==> src/design/rc5edt_pkg.sv <==
`timescale 1ns / 1ps

package rc5edt_pkg;

	localparam int FRAME_BITS = 13;
	localparam int TIME_W     = 16;
	localparam int SPAN_W     = TIME_W + 1;
	localparam int SHIFT_W    = 16;
	localparam int TOTAL_W    = $clog2(FRAME_BITS + 1);
	localparam int BYTE_W     = 8;
	localparam int CFG_IDX_W  = 3;
	localparam int CFG_DATA_W = 16;

	// input kinds carried in tuser
	localparam logic OP_EDGE = 1'b0;
	localparam logic OP_WRAP = 1'b1;

	// result status carried in tuser
	localparam logic [1:0] ST_NONE     = 2'd0;
	localparam logic [1:0] ST_COMPLETE = 2'd1;
	localparam logic [1:0] ST_FAULT    = 2'd2;

	// configuration register indexes
	localparam logic [CFG_IDX_W-1:0] REG_GAP_LIMIT  = 3'd0;
	localparam logic [CFG_IDX_W-1:0] REG_SHORT_LOW  = 3'd1;
	localparam logic [CFG_IDX_W-1:0] REG_SHORT_HIGH = 3'd2;
	localparam logic [CFG_IDX_W-1:0] REG_LONG_LOW   = 3'd3;
	localparam logic [CFG_IDX_W-1:0] REG_LONG_HIGH  = 3'd4;
	localparam logic [CFG_IDX_W-1:0] REG_DEVICE     = 3'd5;
	localparam logic [CFG_IDX_W-1:0] REG_SUB_DEVICE = 3'd6;

	localparam logic [TIME_W-1:0] GAP_LIMIT_RST  = 16'd1850;
	localparam logic [TIME_W-1:0] SHORT_LOW_RST  = 16'd810;
	localparam logic [TIME_W-1:0] SHORT_HIGH_RST = 16'd975;
	localparam logic [TIME_W-1:0] LONG_LOW_RST   = 16'd1640;
	localparam logic [TIME_W-1:0] LONG_HIGH_RST  = 16'd1850;
	localparam logic [BYTE_W-1:0] DEVICE_RST     = 8'd128;
	localparam logic [BYTE_W-1:0] SUB_DEVICE_RST = 8'd0;

	localparam logic [1:0] WRAP_MAX = 2'd3;

	// result word, lowest field in the lowest bits
	typedef struct packed {
		logic                  pad;
		logic                  next_edge_rising;
		logic [BYTE_W-1:0]     tx_check;
		logic [BYTE_W-1:0]     tx_command;
		logic                  known_key;
		logic [FRAME_BITS-1:0] code_word;
	} result_t;

	typedef struct packed {
		logic              known;
		logic [BYTE_W-1:0] command;
	} xlat_t;

	// key translation to the target remote's command set
	function automatic xlat_t translate(input logic [BYTE_W-1:0] key);
		xlat_t r;
		r.known = 1'b1;
		unique case (key)
			8'h10:   r.command = 8'h20;
			8'h11:   r.command = 8'h21;
			8'h20:   r.command = 8'h34;
			8'h21:   r.command = 8'h35;
			8'h0d:   r.command = 8'h32;
			8'h0c:   r.command = 8'h3d;
			default: begin
				r.known   = 1'b0;
				r.command = '0;
			end
		endcase
		return r;
	endfunction

endpackage

==> src/design/rc5_edge_decoder_translator.sv <==
`timescale 1ns / 1ps

// RC5 edge decoder and command translator. Feed it capture words from an
// infrared receiver: tuser 0 with the 16-bit free-running timer value latched
// at the edge, or tuser 1 for a timer wrap tick. Every input word produces
// exactly one result word. The interval since the previous edge is
// classified as a half period (short_low < t < short_high) or a full period
// (long_low < t <= long_high); an interval above gap_limit, or two or more
// wraps between edges, silently restarts the frame and returns the capture
// polarity to falling. Any other interval reports a timing fault. After 13
// Manchester bits the frame completes: the word is reported, its low byte is
// mapped through a six-entry key table, and the check byte device ^
// sub-device ^ command is given (all zero for an unknown key).
// next_edge_rising tells the capture logic which edge to arm next. The
// interval subtract, the bound compares and the shift update all settle
// between the accept edge and the result register, so a word is accepted
// every cycle unless the result register is held full by m_axis_tready
// low. Configuration writes are accepted every cycle and should be issued
// only while no word is in flight.
module rc5_edge_decoder_translator
	import rc5edt_pkg::*;
(
	input  logic                  clk,
	input  logic                  arst_n,
	// configuration write channel
	input  logic                  cfg_valid,
	output logic                  cfg_ready,
	input  logic [CFG_IDX_W-1:0]  cfg_index,
	input  logic [CFG_DATA_W-1:0] cfg_data,
	// capture stream
	input  logic                  s_axis_tvalid,
	output logic                  s_axis_tready,
	input  logic [TIME_W-1:0]     s_axis_tdata,  // [15:0] capture_time
	input  logic                  s_axis_tuser,  // [0] opcode
	// result stream
	output logic                  m_axis_tvalid,
	input  logic                  m_axis_tready,
	// [12:0] code_word, [13] known_key, [21:14] tx_command,
	// [29:22] tx_check, [30] next_edge_rising, [31] zero
	output logic [31:0]           m_axis_tdata,
	output logic [1:0]            m_axis_tuser   // [1:0] status
);

	// configuration registers
	logic [TIME_W-1:0] gap_limit_q, short_low_q, short_high_q, long_low_q, long_high_q;
	logic [BYTE_W-1:0] device_q, sub_device_q;

	// decoder state
	logic [TIME_W-1:0]  last_time_q;
	logic [1:0]         wrap_q;
	logic               parity_q;
	logic               level_q;
	logic [SHIFT_W-1:0] shift_q;
	logic [TOTAL_W-1:0] total_q;
	logic               rising_q;

	// next state
	logic [TIME_W-1:0]  last_time_d;
	logic [1:0]         wrap_d;
	logic               parity_d;
	logic               level_d;
	logic [SHIFT_W-1:0] shift_d;
	logic [TOTAL_W-1:0] total_d;
	logic               rising_d;

	// result register
	logic       out_valid_q;
	result_t    out_data_q;
	logic [1:0] out_status_q;
	result_t    res_d;
	logic [1:0] status_d;

	logic              s_accept;
	logic [SPAN_W-1:0] elapsed;
	logic              gap_hit, short_hit, long_hit;
	xlat_t             xlat;

	assign cfg_ready     = 1'b1;
	// the result register frees up in the same cycle it is taken
	assign s_axis_tready = !out_valid_q || m_axis_tready;
	assign s_accept      = s_axis_tvalid && s_axis_tready;

	assign m_axis_tvalid = out_valid_q;
	assign m_axis_tdata  = out_data_q;
	assign m_axis_tuser  = out_status_q;

	always_ff @(posedge clk or negedge arst_n) begin
		if (!arst_n) begin
			gap_limit_q  <= GAP_LIMIT_RST;
			short_low_q  <= SHORT_LOW_RST;
			short_high_q <= SHORT_HIGH_RST;
			long_low_q   <= LONG_LOW_RST;
			long_high_q  <= LONG_HIGH_RST;
			device_q     <= DEVICE_RST;
			sub_device_q <= SUB_DEVICE_RST;
		end else if (cfg_valid && cfg_ready) begin
			unique case (cfg_index)
				REG_GAP_LIMIT:  gap_limit_q  <= cfg_data;
				REG_SHORT_LOW:  short_low_q  <= cfg_data;
				REG_SHORT_HIGH: short_high_q <= cfg_data;
				REG_LONG_LOW:   long_low_q   <= cfg_data;
				REG_LONG_HIGH:  long_high_q  <= cfg_data;
				REG_DEVICE:     device_q     <= cfg_data[BYTE_W-1:0];
				REG_SUB_DEVICE: sub_device_q <= cfg_data[BYTE_W-1:0];
				default: ;  // drop writes past the register list
			endcase
		end
	end

	// Interval since the previous edge. One wrap adds a full timer period,
	// which needs the extra bit; with no wrap the plain modular difference.
	always_comb begin
		if (wrap_q == 2'd0)
			elapsed = {1'b0, s_axis_tdata - last_time_q};
		else
			elapsed = {1'b1, {TIME_W{1'b0}}} - {1'b0, last_time_q} + {1'b0, s_axis_tdata};
	end

	assign gap_hit   = (wrap_q > 2'd1) || (elapsed > {1'b0, gap_limit_q});
	assign short_hit = (elapsed > {1'b0, short_low_q}) && (elapsed < {1'b0, short_high_q});
	// a half period wins if both windows overlap
	assign long_hit  = !short_hit && (elapsed > {1'b0, long_low_q})
		&& (elapsed <= {1'b0, long_high_q});

	assign xlat = translate(shift_d[BYTE_W-1:0]);

	always_comb begin
		last_time_d = last_time_q;
		wrap_d      = wrap_q;
		parity_d    = parity_q;
		level_d     = level_q;
		shift_d     = shift_q;
		total_d     = total_q;
		rising_d    = rising_q;
		status_d    = ST_NONE;

		if (s_axis_tuser == OP_WRAP) begin
			// saturate the wrap count; two wraps means the frame is stale
			if (wrap_q != WRAP_MAX)
				wrap_d = wrap_q + 2'd1;
			if (wrap_d > 2'd1) begin
				parity_d = 1'b0;
				level_d  = 1'b0;
				shift_d  = '0;
				total_d  = '0;
			end
		end else begin
			last_time_d = s_axis_tdata;
			wrap_d      = 2'd0;
			if (gap_hit) begin
				// idle line: restart and rearm for the falling edge
				parity_d = 1'b0;
				level_d  = 1'b0;
				shift_d  = '0;
				total_d  = '0;
				rising_d = 1'b0;
			end else begin
				rising_d = !rising_q;
				if (!short_hit && !long_hit) begin
					status_d = ST_FAULT;
					parity_d = 1'b0;
					level_d  = 1'b0;
					shift_d  = '0;
					total_d  = '0;
				end else begin
					parity_d = parity_q ^ short_hit;
					// mid-bit edge on an even half-period count: shift a bit
					if (!parity_d) begin
						level_d = level_q ^ long_hit;
						shift_d = {shift_q[SHIFT_W-2:0], level_d};
						total_d = total_q + 1'b1;
					end
					if (total_d >= TOTAL_W'(FRAME_BITS))
						status_d = ST_COMPLETE;
				end
			end
		end
	end

	// frame fields, zero unless the frame completed; next_edge_rising always set
	always_comb begin
		res_d                  = '0;
		res_d.next_edge_rising = rising_d;
		if (status_d == ST_COMPLETE) begin
			res_d.code_word  = shift_d[FRAME_BITS-1:0];
			res_d.known_key  = xlat.known;
			res_d.tx_command = xlat.command;
			if (xlat.known)
				res_d.tx_check = device_q ^ sub_device_q ^ xlat.command;
		end
	end

	always_ff @(posedge clk or negedge arst_n) begin
		if (!arst_n) begin
			last_time_q <= '0;
			wrap_q      <= '0;
			parity_q    <= 1'b0;
			level_q     <= 1'b0;
			shift_q     <= '0;
			total_q     <= '0;
			rising_q    <= 1'b0;
		end else if (s_accept) begin
			last_time_q <= last_time_d;
			wrap_q      <= wrap_d;
			rising_q    <= rising_d;
			// a completed frame starts the next one from scratch
			if (status_d == ST_COMPLETE) begin
				parity_q <= 1'b0;
				level_q  <= 1'b0;
				shift_q  <= '0;
				total_q  <= '0;
			end else begin
				parity_q <= parity_d;
				level_q  <= level_d;
				shift_q  <= shift_d;
				total_q  <= total_d;
			end
		end
	end

	always_ff @(posedge clk or negedge arst_n) begin
		if (!arst_n) begin
			out_valid_q <= 1'b0;
		end else if (s_accept) begin
			out_valid_q <= 1'b1;
		end else if (m_axis_tready) begin
			out_valid_q <= 1'b0;
		end
	end

	always_ff @(posedge clk) begin
		if (s_accept) begin
			out_data_q   <= res_d;
			out_status_q <= status_d;
		end
	end

`ifndef NO_ASSERTIONS
	a_total_bound: assert property (@(posedge clk) disable iff (!arst_n)
		total_q < TOTAL_W'(FRAME_BITS))
		else $error("bit count reached frame length without completing");

	a_edge_clears_wrap: assert property (@(posedge clk) disable iff (!arst_n)
		s_accept && (s_axis_tuser == OP_EDGE) |=> (wrap_q == 2'd0))
		else $error("wrap count not cleared by a capture edge");

	a_idle_fields_zero: assert property (@(posedge clk) disable iff (!arst_n)
		out_valid_q && (out_status_q != ST_COMPLETE) |->
			(out_data_q.code_word == '0) && !out_data_q.known_key
			&& (out_data_q.tx_command == '0) && (out_data_q.tx_check == '0))
		else $error("frame fields set without a complete frame");

	a_wrap_keeps_polarity: assert property (@(posedge clk) disable iff (!arst_n)
		s_accept && (s_axis_tuser == OP_WRAP) |=>
			(rising_q == $past(rising_q)) && (m_axis_tuser == ST_NONE))
		else $error("wrap tick changed polarity or reported status");

	a_gap_rearms_falling: assert property (@(posedge clk) disable iff (!arst_n)
		s_accept && (s_axis_tuser == OP_EDGE) && gap_hit |=>
			!rising_q && (total_q == '0))
		else $error("gap restart did not rearm the falling edge");
`endif

endmodule

==> config.mk <==
export PLATFORM = sky130hd
export DESIGN_NAME = rc5_edge_decoder_translator
export DESIGN_NICKNAME = d
export VERILOG_FILES = /design/src/design/rc5edt_pkg.sv /design/src/design/rc5_edge_decoder_translator.sv
export SDC_FILE = /design/constraint.sdc
export NUM_CORES = 1
export LEC_CHECK = 0
export BUFFER_PORTS_ARGS = -buffer_cell sky130_fd_sc_hd__clkbuf_2
export CORE_MARGIN = 1
export CORE_UTILIZATION = 55
export DETAILED_ROUTE_END_ITERATION = 10
export GPL_TIMING_DRIVEN = 0
export PLACE_DENSITY = 0.75
export SLEW_MARGIN = 10
export SYNTH_ARGS = -nofsm -noshare
export SYNTH_HDL_FRONTEND = slang
export SYNTH_SLANG_ARGS = --single-unit
==> constraint.sdc <==
create_clock -name clk -period 18.84 [get_ports clk]
set_input_delay 2.826 -clock clk [delete_from_list [all_inputs] [get_ports clk]]
set_output_delay 2.826 -clock clk [all_outputs]
set_load 0.02 [all_outputs]
==> results.md <==
- By startpoint and endpoint, the worst setup path is classified as input port to register.
- The area of the die is 18000 um2.
- The most frequent cell on the critical path is o21ai_0.
- The clock tree from TritonCTS is built.
- The number of pins with negative max-slew slack in the final report is 0.
- The first global-routing pass estimated 35.6 mm of wire.
- The number of antenna violations at the first check in global routing was 0.
- Summed over all cells, the static leakage comes to 0.00484 uW.
- The count of cells resized by post-cts repair is 0.
- The half-perimeter wire length after placement is 15.8 mm.
- A synthesized cell averages 9.82 um2.
- The fraction of layout cells with a size suffix above 1 is 0.187.
- The total number of vias is 7447.
- Setup repair after global routing left no endpoint under its margin.
- The minimum period implied by the final worst setup slack is 9.73 ns.
- The number of H-tree branching levels is 4.
- The depth of the critical timing path with buffers and inverters included is 28.
- The share of async-settable or async-resettable flops after synthesis is 0.813.
- After synthesis the cells add up to 9620 um2.
- The type of the most critical hold path is register to register.
- The count of distinct cell types in the synthesized netlist is 73.
- The kind of cell adding the most delay to the critical path is compound AO/OA/AOI/OAI gates.
- After technology mapping, the gate count stands at 980.
- The source-to-sink clock delay at the later pin of the worst-skew pair is 0.43 ns.
- For this design, the CTS-stage hold fixing added 0 buffers.
- From synthesis to final layout, the design area changed by 13.2%.
- After clock tree synthesis, the clock-pin slew on the worst setup and hold paths is 0.06 ns.
- In the routed design, unresolved DRC markers number 1.
- In the global route stage, overall resource usage came out at 0.252.
- During placement, the flow inserted port buffers numbering 71.
- Counting flops with a built-in enable in the synthesized netlist gives 31.
- The setup total negative slack is 0 ns.
- The total of fill cells in the finished design is 1416.
- Timing would allow up to 103 MHz.
- Along the worst hold path, the cell count comes to 2.
- In this run the power density over the cells is 120 nW/um2.
- Dividing the detail-routed via count by the number of cells gives 5.68.
- The met1 capacity usage during global routing is 0.341.
- The global-route track usage on met3 is 0.0355.
- The top-level port count is 78.
- After the last flow step, the layout net total stands at 1212.
- In the post-route analysis, the smallest setup slack over all paths is 9.11 ns.
- Counting every sink on the clock net gives 166.
- The count of TritonRoute iterations in the first routing pass is 8.
- Dividing the detail-routed wire length by the instance count gives 16.3 um.
- Among all stages on the critical path, the largest delay is contributed by a2111oi_1.
- The number of nets still failing antenna checks after routing is 0.
- The most utilized layer in the global route result is met2.
- For this run, the slowest stage of the critical path takes 0.93 ns.
- The length in cells of the worst reg-to-reg path is 28.
- Across the routed clock network, the largest skew measured is 0.00903 ns.
- The tool flagged a number of max-cap violations equal to 0.
- The leading register cell type out of synthesis is dfrtp_1.
- Measured against its own limit, the worst slew margin works out to 0.272.
- STA classifies the critical path startpoint as an input port.
- The number of buffer and inverter stages on the critical path is 2.
- The number of diodes added for antenna fixing is 0.
- OpenSTA, run right after detailed placement, puts the worst setup slack at 8.75 ns.
- The final layout contains routed wiring with a total length of 21.4 mm.
- The hold violation count in the final report is 0.
- The weighted congestion at the end of routability-driven global placement is 0.854.
- Across the VDD grid, the largest voltage drop is 0.0857 mV.
- The checks that failed: design-rule violations.
- The number of global-route vias before repair is 7108.
- Along the worst path, the maximum fanout reaches 10.
- The total of endpoints with negative setup slack in the final report is 0.
- The buffers inserted during post-CTS setup optimization is 0.
- At the pin with the least slew margin, the transition time is 1.09 ns.
- Measured along the y axis, the die boundary spans 134 um.
- STA puts the critical path data arrival time at 9.91 ns.
- The final cycle utilization of the critical path is 0.516.
- The synthesized design contains 166 register bits.
- Entering global routing, the biggest net connects 77 pins.
- The maximum clock insertion buffer count is 2.
- Leaving out fill and tap cells, the most frequent cell in the layout is nand2_1.
- The total CTS buffers is 17.
- The met2 global-route usage is 0.423.
- The top cell types in the final layout, fill and taps aside, are nand2_1 (112), inv_1 (111), o21ai_0 (107), dfrtp_1 (102), ha_1 (96).
- The overall overflow remaining after global route is 0.
- The initialized floorplan defines 48 standard-cell rows.
- The kind of end point of the critical path is a register.
- The violation count after the first detailed-route iteration is 500.
- The run finished, with violations left.
- The sequential cell area fraction in the yosys report is 0.452.
- The library cell used as clock root buffer is clkbuf_16.
- The critical path required time is 19.03 ns.
- The floorplan step set the die width to 134 um.
- The count of synthesis-stage warnings from yosys is 0.
- The initial utilization of the core area, before any placement, comes to 0.560.
- The area of the placeable core is 17200 um2.
==> routing by layer <==
layer	wire, um	up-vias
met1	9920	3620
met5	0	-
met3	853	25
li1	-	3621
met4	331	0
met2	10300	181
==> power breakdown <==
group          switching [uW]  leakage, uW  internal, uW
logic                     302      0.00263           200
clock network             156     0.000287           194
registers                24.9      0.00193           435
==> synth_stat cells, drive strengths merged, types with 4 or more instances <==
cell type	n	area share
a2111oi	7	0.0079
a21boi	5	0.0039
nor3	15	0.0083
nand2b	5	0.0033
xnor2	19	0.017
dfstp	33	0.090
buf	5	0.0043
a211oi	6	0.0057
nor2b	16	0.010
mux2	38	0.044
nand4b	4	0.0036
and4	5	0.0045
o2bb2ai	4	0.0036
and3	5	0.0033
nand3	22	0.012
nand2	112	0.044
o31ai	5	0.0044
a21oi	38	0.020
nor2	56	0.023
o21a	7	0.0055
nand4	10	0.0065
a22oi	8	0.0062
xor2	4	0.0036
edfxtp	31	0.097
o21ai	114	0.060
inv	113	0.044
a221oi	6	0.0061
a211o	4	0.0036
a22o	7	0.0064
a21o	9	0.0070
clkbuf	27	0.011
o211ai	5	0.0053
nor3b	5	0.0051
dfrtp	102	0.27
ha	96	0.12
==> state kept, by name, indices dropped and copies added (netlist names), 2 cells and up <==
signal,count
m_axis_tdata,29
gap_limit_q,16
last_time_q,16
long_high_q,16
long_low_q,16
short_high_q,16
short_low_q,16
shift_q,13
device_q,8
sub_device_q,8
total_q,4
m_axis_tuser,2
wrap_q,2
==> metrics by stage <==
stage	std cells	area [um2]	utilization	hold WS (ns)	power, uW
detailed placement	1280	10300	0.600	0.496	960
global route	1312	10900	0.634	0.527	1400
CTS	1312	10900	0.634	0.505	1310
finish	1312	10900	0.634	0.507	1310
floorplan	982	9630	-	0.467	826
global placement	1278	10300	0.598	0.485	937
==> worst paths after layout <==
path | startpoint | to | slack [ns]
max | s_axis_tdata[1] | m_axis_tdata[25]$_SDFFCE_PN0P_ | 9.11
min | short_high_q[1]$_DFFE_PN1P_ | short_high_q[1]$_DFFE_PN1P_ | 0.51
max reg2reg | last_time_q[1]$_DFFE_PN0P_ | m_axis_tdata[25]$_SDFFCE_PN0P_ | 11.22
min reg2reg | short_high_q[1]$_DFFE_PN1P_ | short_high_q[1]$_DFFE_PN1P_ | 0.51
max in group asynchronous | arst_n | long_low_q[3]$_DFFE_PN1P_ | 15.69
min in group asynchronous | arst_n | short_high_q[14]$_DFFE_PN0P_ | 2.36
==> kinds of logic after synthesis <==
kind of cell | Yosys count | share of synthesized area
and+or+nand+nor | 267 | 0.133
buffers and inverters | 145 | 0.0589
xor gates and xnor gates | 23 | 0.0209
AOI/OAI and AO/OA | 242 | 0.163
muxes | 38 | 0.0445
adders and majority gates | 97 | 0.127
DFF | 166 | 0.452
other | 2 | 0.000780
==> area by class of cell <==
class	instances	area (um2)	area share
clock inverter	13	133	0.0122
tap	225	282	0.0258
sequential	166	4350	0.399
clock buffer	19	454	0.0417
timing repair buffer	73	397	0.0364
buffer	32	144	0.0132
multi-input combinational	671	4710	0.433
inverter	113	424	0.0389
==> worst min-delay path: stages, from the launching register on <==
cell	delay (ns)
dfstp_2	0.36
inv_1	0.06
o21ai_0	0.08
Note: power is estimated with default switching activity, not from simulation.
